File: src/hw/rtl/configurable_crc_engine_assert.svh
// Assertion macros shared by the CRC engine RTL.
// Expects a clock named clk and an active-low reset named arst_n in scope.
`ifndef CONFIGURABLE_CRC_ENGINE_ASSERT_SVH
`define CONFIGURABLE_CRC_ENGINE_ASSERT_SVH

// Checked only out of reset.
`define CCRC_ASSERT(name, prop, msg) \
	name: assert property (@(posedge clk) disable iff (!arst_n) prop) else $error(msg);

// Checked on every edge, reset included.
`define CCRC_ASSERT_ALWAYS(name, prop, msg) \
	name: assert property (@(posedge clk) prop) else $error(msg);

`endif

File: src/hw/rtl/ccrc_pkg.sv
// Package for the configurable CRC engine: width codes, register indexes,
// reset values, config struct and the width mask function. No dependencies.
`timescale 1ns / 1ps
`default_nettype none

package ccrc_pkg;

	localparam int CRC_W   = 32;
	localparam int BYTE_W  = 8;
	localparam int CODE_W  = 2;
	localparam int INDEX_W = 3;

	typedef logic [CODE_W-1:0]  width_code_t;
	typedef logic [INDEX_W-1:0] cfg_index_t;
	typedef logic [CRC_W-1:0]   crc_word_t;

	// width codes
	localparam width_code_t WIDTH_8   = 2'd0;
	localparam width_code_t WIDTH_16  = 2'd1;
	localparam width_code_t WIDTH_32  = 2'd2;
	localparam width_code_t WIDTH_BAD = 2'd3;

	// register indexes
	localparam cfg_index_t REG_WIDTH_CODE = 3'd0;
	localparam cfg_index_t REG_POLYNOMIAL = 3'd1;
	localparam cfg_index_t REG_INIT_VALUE = 3'd2;
	localparam cfg_index_t REG_OUTPUT_XOR = 3'd3;
	localparam cfg_index_t REG_LSB_FIRST  = 3'd4;

	// reset values (CRC-16/CCITT-FALSE preset)
	localparam width_code_t RST_WIDTH_CODE = WIDTH_16;
	localparam crc_word_t   RST_POLYNOMIAL = 32'h0000_1021;
	localparam crc_word_t   RST_INIT_VALUE = 32'h0000_FFFF;
	localparam crc_word_t   RST_OUTPUT_XOR = 32'h0000_0000;
	localparam logic        RST_LSB_FIRST  = 1'b0;

	typedef struct packed {
		width_code_t width_code;
		crc_word_t   polynomial;
		logic        lsb_first;
	} crc_cfg_t;

	function automatic crc_word_t width_mask(input width_code_t code);
		crc_word_t m;
		case (code)
			WIDTH_8:  m = 32'h0000_00FF;
			WIDTH_16: m = 32'h0000_FFFF;
			WIDTH_32: m = 32'hFFFF_FFFF;
			default:  m = '0;
		endcase
		return m;
	endfunction

endpackage

`default_nettype wire

File: src/hw/rtl/configurable_crc_engine.sv
// Configurable CRC-8/16/32 engine. Takes at most one message byte per item and
// accepts an item every cycle when the result side keeps up. An accepted
// item sits in one input register; as it leaves, the byte XOR network
// (eight bit steps) updates the running CRC register, and a last item
// loads the result register, so a result is valid in the cycle after its
// last item leaves the input register; a stalled result can hold it there.
// The per-item rate is set by the loop through the running CRC register.
// Config registers take effect on the next item; write them only while the
// engine is idle. Depends on ccrc_pkg, ccrc_byte_step and configurable_crc_engine_assert.svh.
`timescale 1ns / 1ps
`default_nettype none

module configurable_crc_engine
	import ccrc_pkg::*;
(
	input  wire              clk,
	input  wire              arst_n,
	// config write port
	input  wire              cfg_we,
	input  wire [INDEX_W-1:0] cfg_index,
	input  wire [CRC_W-1:0]  cfg_data,
	// input items
	input  wire              in_valid,
	output logic             in_ready,
	input  wire [BYTE_W-1:0] data_byte,
	input  wire              has_byte,
	input  wire              last_item,
	// results
	output logic             out_valid,
	input  wire              out_ready,
	output logic [CRC_W-1:0] crc_value,
	output logic             config_error
);

	`include "configurable_crc_engine_assert.svh"

	// config registers
	width_code_t width_code_q;
	crc_word_t   polynomial_q;
	crc_word_t   init_value_q;
	crc_word_t   output_xor_q;
	logic        lsb_first_q;

	always_ff @(posedge clk or negedge arst_n) begin
		if (!arst_n) begin
			width_code_q <= RST_WIDTH_CODE;
			polynomial_q <= RST_POLYNOMIAL;
			init_value_q <= RST_INIT_VALUE;
			output_xor_q <= RST_OUTPUT_XOR;
			lsb_first_q  <= RST_LSB_FIRST;
		end else if (cfg_we) begin
			unique case (cfg_index)
				REG_WIDTH_CODE: width_code_q <= cfg_data[CODE_W-1:0];
				REG_POLYNOMIAL: polynomial_q <= cfg_data;
				REG_INIT_VALUE: init_value_q <= cfg_data;
				REG_OUTPUT_XOR: output_xor_q <= cfg_data;
				REG_LSB_FIRST:  lsb_first_q  <= cfg_data[0];
				default: ;
			endcase
		end
	end

	// input stage
	logic              valid_s1;
	logic [BYTE_W-1:0] byte_s1;
	logic              has_byte_s1;
	logic              last_s1;
	logic              s1_fire;
	logic              in_fire;

	assign s1_fire  = valid_s1 && (!last_s1 || !out_valid || out_ready);
	assign in_ready = !valid_s1 || s1_fire;
	assign in_fire  = in_valid && in_ready;

	always_ff @(posedge clk or negedge arst_n) begin
		if (!arst_n) begin
			valid_s1 <= 1'b0;
		end else if (in_ready) begin
			valid_s1 <= in_valid;
		end
	end

	always_ff @(posedge clk) begin
		if (in_fire) begin
			byte_s1     <= data_byte;
			has_byte_s1 <= has_byte;
			last_s1     <= last_item;
		end
	end

	// running CRC update
	crc_word_t crc_q;
	logic      msg_open_q;
	crc_word_t mask;
	crc_word_t base_crc;
	crc_word_t stepped_crc;
	crc_word_t next_crc;
	logic      width_ok;
	crc_cfg_t  step_cfg;

	assign width_ok = (width_code_q != WIDTH_BAD);
	assign mask     = width_mask(width_code_q);
	assign base_crc = msg_open_q ? crc_q : (init_value_q & mask);
	assign next_crc = has_byte_s1 ? stepped_crc : base_crc;

	always_comb begin
		step_cfg.width_code = width_code_q;
		step_cfg.polynomial = polynomial_q;
		step_cfg.lsb_first  = lsb_first_q;
	end

	ccrc_byte_step u_step (
		.cfg    (step_cfg),
		.crc_in (base_crc),
		.byte_in(byte_s1),
		.crc_out(stepped_crc)
	);

	always_ff @(posedge clk or negedge arst_n) begin
		if (!arst_n) begin
			crc_q      <= '0;
			msg_open_q <= 1'b0;
		end else if (s1_fire) begin
			if (width_ok) begin
				crc_q      <= next_crc;
				msg_open_q <= !last_s1;
			end else if (last_s1) begin
				msg_open_q <= 1'b0;
			end
		end
	end

	// result register
	always_ff @(posedge clk or negedge arst_n) begin
		if (!arst_n) begin
			out_valid <= 1'b0;
		end else if (s1_fire && last_s1) begin
			out_valid <= 1'b1;
		end else if (out_ready) begin
			out_valid <= 1'b0;
		end
	end

	always_ff @(posedge clk) begin
		if (s1_fire && last_s1) begin
			crc_value    <= width_ok ? ((next_crc ^ output_xor_q) & mask) : '0;
			config_error <= !width_ok;
		end
	end

	`CCRC_ASSERT(a_last_gives_result, s1_fire && last_s1 |=> out_valid, "last item lost its result")
	`CCRC_ASSERT(a_last_closes_msg, s1_fire && last_s1 |=> !msg_open_q, "message left open")
	`CCRC_ASSERT(a_err_zero_crc, out_valid && config_error |-> crc_value == '0, "error result not zero")
	`CCRC_ASSERT(a_stall_blocks, valid_s1 && last_s1 && out_valid && !out_ready |-> !in_ready, "input taken over stalled last item")
	`CCRC_ASSERT_ALWAYS(a_reset_idle, !arst_n |=> !out_valid && !valid_s1, "valid during reset")

endmodule

`default_nettype wire

File: src/hw/rtl/ccrc_byte_step.sv
// One byte of CRC update: eight bit steps unrolled into one XOR network.
// Depends on ccrc_pkg.
`timescale 1ns / 1ps
`default_nettype none

module ccrc_byte_step
	import ccrc_pkg::*;
(
	input  wire crc_cfg_t  cfg,
	input  wire crc_word_t crc_in,
	input  wire [BYTE_W-1:0] byte_in,
	output crc_word_t      crc_out
);

	always_comb begin
		crc_word_t c;
		crc_word_t byte_pos;
		logic      fb;
		c = crc_in;
		// byte placement under the top bit for msb-first
		case (cfg.width_code)
			WIDTH_8:  byte_pos = {{(CRC_W-BYTE_W){1'b0}}, byte_in};
			WIDTH_16: byte_pos = {{(CRC_W-16){1'b0}}, byte_in, 8'h00};
			default:  byte_pos = {byte_in, {(CRC_W-BYTE_W){1'b0}}};
		endcase
		if (cfg.lsb_first) begin
			c = c ^ {{(CRC_W-BYTE_W){1'b0}}, byte_in};
			for (int i = 0; i < BYTE_W; i++) begin
				fb = c[0];
				c  = fb ? ((c >> 1) ^ cfg.polynomial) : (c >> 1);
			end
		end else begin
			c = c ^ byte_pos;
			for (int i = 0; i < BYTE_W; i++) begin
				case (cfg.width_code)
					WIDTH_8:  fb = c[7];
					WIDTH_16: fb = c[15];
					default:  fb = c[CRC_W-1];
				endcase
				c = fb ? ((c << 1) ^ cfg.polynomial) : (c << 1);
			end
		end
		crc_out = c & width_mask(cfg.width_code);
	end

endmodule

`default_nettype wire
File: config.mk
export PLATFORM = sky130hd
export DESIGN_NAME = configurable_crc_engine
export DESIGN_NICKNAME = d
export VERILOG_FILES = /design/src/hw/rtl/ccrc_pkg.sv /design/src/hw/rtl/configurable_crc_engine.sv /design/src/hw/rtl/ccrc_byte_step.sv
export VERILOG_INCLUDE_DIRS = /design/src /design/src/hw/rtl
export SDC_FILE = /design/constraint.sdc
export NUM_CORES = 1
export LEC_CHECK = 0
export BUFFER_PORTS_ARGS = -buffer_cell sky130_fd_sc_hd__buf_2
export CORE_UTILIZATION = 65
export DETAILED_ROUTE_END_ITERATION = 6
export MAX_ROUTING_LAYER = met4
export PLACE_DENSITY = 0.91
export SYNTH_ARGS = -nofsm -noshare
export SYNTH_HDL_FRONTEND = slang
export SYNTH_SLANG_ARGS = --single-unit
File: constraint.sdc
create_clock -name clk -period 21.6 [get_ports clk]
set_input_delay 1.08 -clock clk [delete_from_list [all_inputs] [get_ports clk]]
set_output_delay 1.08 -clock clk [all_outputs]
set_load 0.05 [all_outputs]
==> impl_results.md <==
- Status: finished with violations
- Violations in the final reports: design-rule violations
- TritonCTS buffer count: 17
- Async SR Flop Fraction: 75.71%
- Post-synth EDFFs: 43
- Pin count of the biggest net entering global routing: 84
- Floorplan row count: 58
- RSZ-0062 raised after global routing: false
- Die footprint: 0.02675 sq mm
- Routability-driven placement congestion ratio: 0.9945
- Post-synth top area cell: sky130_fd_sc_hd__xnor2_1
- Detailed-route wire length per cell: 23.47 um
- Most common cell after layout, fill and taps aside: sky130_fd_sc_hd__nand2_1
- Cell type of the slowest stage on the worst timing path: sky130_fd_sc_hd__a221o_1
- Setup Slack @ Placement: 12480 ps
- Transition time at the pin with the least slew margin: 1305 ps
- Count of antenna-violating nets left after detailed routing: 0
- Total of flip-flops plus latches after synthesis: 177
- Post-CTS Hold Buffers: 0
- Adder and majority cell fraction of the synthesized area: 0.3688%
- Number of warning messages in the yosys log: 0
- Total area of multi-input combinational cells: 0.01161 sq mm
- H-tree depth reported by CTS: 4
- Crit-path most repeated cell: sky130_fd_sc_hd__mux2i_2
- Share of synthesized area occupied by flip-flops and latches: 27.52%
- Critical path cell sequence: inv_1 > ha_1 > inv_1 > nor2_1 > mux2i_2 > a31oi_4 > xnor2_1 > a2111oi_2 > nor3b_4 > a211oi_4 > mux2i_2 > a211oi_4 > mux2i_2 > a211oi_2 > mux2_2 > a311oi_2 > xor2_1 > a221o_1 > a21oi_1 > or2_2 > o41ai_1 > or3_1 > nand4_1
- Top library cells by usage in the layout, fill and taps aside: sky130_fd_sc_hd__nand2_1, sky130_fd_sc_hd__xnor2_1, sky130_fd_sc_hd__dfrtp_1, sky130_fd_sc_hd__mux2_2, sky130_fd_sc_hd__buf_2
- Drt drc: 2
- Layout cell share with drive strength beyond 1: 16.00%
- Clock edge transition at the registers on the reported setup and hold paths: 80 ps
- Antenna violations before repair: 2
- Clock sinks: 177
- Number of I/O port buffers: 84
- Complex-gate fraction of the synthesized area: 13.88%
- First DRT Iteration DRCs: 2648
- Gr usage total: 44.43%
- Area taken by flip-flops and latches: 0.004669 sq mm
- Worst setup path category: register to register
- Die H: 163.6 um
- Placeable Area: 0.02540 sq mm
- Share of the clock period used by the worst path after layout: 43.88%
- DR WL met2: 23620 um
- Vias in the first global route: 15970
- Average instance area after synthesis: 8.148 sq um
- Data arrival time of the worst path: 9680 ps
- Resized Gates After CTS: 0
- Relative max-transition margin: 13.03%
- Number of vias in the routed layout: 16450
- Most used DFF post-synth: sky130_fd_sc_hd__dfrtp_1
- Required @ worst endpoint: 21800 ps
- Shortest clock period the worst path allows after layout: 9478 ps
- CP max stage delay: 1100 ps
- Count of final hold-check violations: 0
- Total Neg Setup Slack: 0 ps
- Setup slack of the critical path after layout: 12120 ps
- HPWL after DPL: 37430 um
- Simple-gate share of the synthesized area: 21.00%
- Worst skew pair latency: 460 ps
- Top cells by area in the synthesized netlist: sky130_fd_sc_hd__xnor2_1, sky130_fd_sc_hd__dfrtp_1, sky130_fd_sc_hd__nand2_1
- Remaining global-route overflow: 0
- Endpoints failing setup: 0
- Worst clock skew: 16.90 ps
- Met1 Routed Length: 21040 um
- Cell variety after synth: 96
- Die X-Extent: 163.6 um
- Number of slew-limit violations in the final report: 0
- Initial Utilization: 66.79%
- Number of instances in the synthesized netlist: 2082
- Topmost layer with routed signal wires: met4
- Post-CTS Repair Setup Buffers: 0
- Element type at the critical path end: register
- Post-synthesis mux area share: 8.658%
- Via count normalized by instance count: 6.810
- Clock tree from TritonCTS: yes
- Post-Syn Area: 0.01697 sq mm
- XOR/XNOR Fraction of Synth Area: 24.03%
- Wire length of the first global-routing pass: 88120 um
- Path class of the lowest-slack min-delay path: register to register
- Share of Yosys cell area claimed by the top area cell type: 21.12%
- Routed met3 length: 9254 um
- Category of cells accounting for the largest share of critical-path delay: compound AO/OA/AOI/OAI gates
- Maximum capacitance violations: 0
- Maximum frequency from static timing analysis: 105.5 MHz
- Worst Path Max Fanout: 28
- Clock root buffer: sky130_fd_sc_hd__clkbuf_16
- Critical path buffer and inverter count: 2
- # fillers: 1807
- Net count after synthesis: 2137
- Final #Nets: 2123
- Nature of the critical path startpoint: register
- Largest family of logic cells by synthesized area: XOR/XNOR gates
- Buffer depth of the longest clock path: 2
- Boundary Pins: 85
- Area growth, synth to finish: 6.948%
- Total wirelength of the detailed-routed design: 56700 um
- Number of optimization iterations in the first detailed-route pass: 7
==> per-layer routing <==
metal / global-route usage (%) / up-vias
li1: - / 7000
met1: 56.41 / 7749
met2: 62.46 / 1373
met3: 16.35 / 332
met4: 20.45 / 0
met5: - / -
==> synth_stat cells, types with 11 or more instances <==
master / n
sky130_fd_sc_hd__a211oi_1: 11
sky130_fd_sc_hd__a21oi_1: 59
sky130_fd_sc_hd__a22oi_1: 24
sky130_fd_sc_hd__a31oi_1: 14
sky130_fd_sc_hd__and2_1: 14
sky130_fd_sc_hd__and3_1: 25
sky130_fd_sc_hd__buf_1: 30
sky130_fd_sc_hd__buf_2: 13
sky130_fd_sc_hd__clkbuf_1: 110
sky130_fd_sc_hd__dfrtp_1: 114
sky130_fd_sc_hd__dfstp_2: 20
sky130_fd_sc_hd__edfxtp_1: 43
sky130_fd_sc_hd__inv_1: 35
sky130_fd_sc_hd__mux2_2: 93
sky130_fd_sc_hd__mux2i_1: 27
sky130_fd_sc_hd__nand2_1: 510
sky130_fd_sc_hd__nand2b_1: 33
sky130_fd_sc_hd__nand3_1: 38
sky130_fd_sc_hd__nand4_1: 21
sky130_fd_sc_hd__nor2_1: 70
sky130_fd_sc_hd__nor2b_1: 16
sky130_fd_sc_hd__nor3_1: 23
sky130_fd_sc_hd__o21ai_0: 44
sky130_fd_sc_hd__o22a_1: 15
sky130_fd_sc_hd__o31ai_1: 14
sky130_fd_sc_hd__xnor2_1: 409
sky130_fd_sc_hd__xor2_1: 50
==> cell type report <==
cell class / count / area share [%]
antenna: 5 / 0.06896
clock buffer: 18 / 2.365
clock inverter: 14 / 0.7862
inverter: 36 / 0.7448
multi-input combinational: 1711 / 63.97
sequential: 177 / 25.74
tap: 330 / 2.276
timing repair buffer: 125 / 4.048
==> metrics by stage <==
stage / util (%) / std cells / hold WS [ps] / area, sq um
floorplan: - / 2082 / 472.2 / 16970
global placement: 69.13 / 2379 / 489.5 / 17560
detailed placement: 69.13 / 2379 / 497.3 / 17560
CTS: 71.38 / 2411 / 516.8 / 18130
global route: 71.41 / 2414 / 533.7 / 18140
finish: 71.43 / 2416 / 516.2 / 18140
==> kinds of logic after synthesis <==
logic type	Yosys count
multiplexers	132
buffers and inverters	194
AO/OA/AOI/OAI	310
AND/OR/NAND/NOR	802
adder cells (fa/ha/maj)	5
XOR/XNOR	462
flip-flops	177
==> flip-flops by register name, summed over array words and instances (netlist names) <==
register	flops
byte_s1	8
config_error	1
crc_q	32
crc_value	32
has_byte_s1	1
init_value_q	32
last_s1	1
lsb_first_q	1
msg_open_q	1
out_valid	1
output_xor_q	32
polynomial_q	32
valid_s1	1
width_code_q	2
==> worst paths after layout <==
check,end,start,cells past startpoint,slack (ps)
min in group asynchronous,polynomial_q[3]$_DFFE_PN0P_,arst_n,1,680
worst max register to register,crc_value[6]$_SDFFCE_PP0P_,width_code_q[1]$_DFFE_PN0P_,23,12120
worst min-delay path,init_value_q[25]$_DFFE_PN0P_,init_value_q[25]$_DFFE_PN0P_,1,520
worst min register to register,init_value_q[25]$_DFFE_PN0P_,init_value_q[25]$_DFFE_PN0P_,1,520
worst max-delay path,crc_value[6]$_SDFFCE_PP0P_,width_code_q[1]$_DFFE_PN0P_,23,12120
max in group asynchronous,init_value_q[20]$_DFFE_PN0P_,arst_n,2,19660
Power is not shown: default switching activity piles up to over one toggle a cycle in this logic, so the estimate is an artifact.
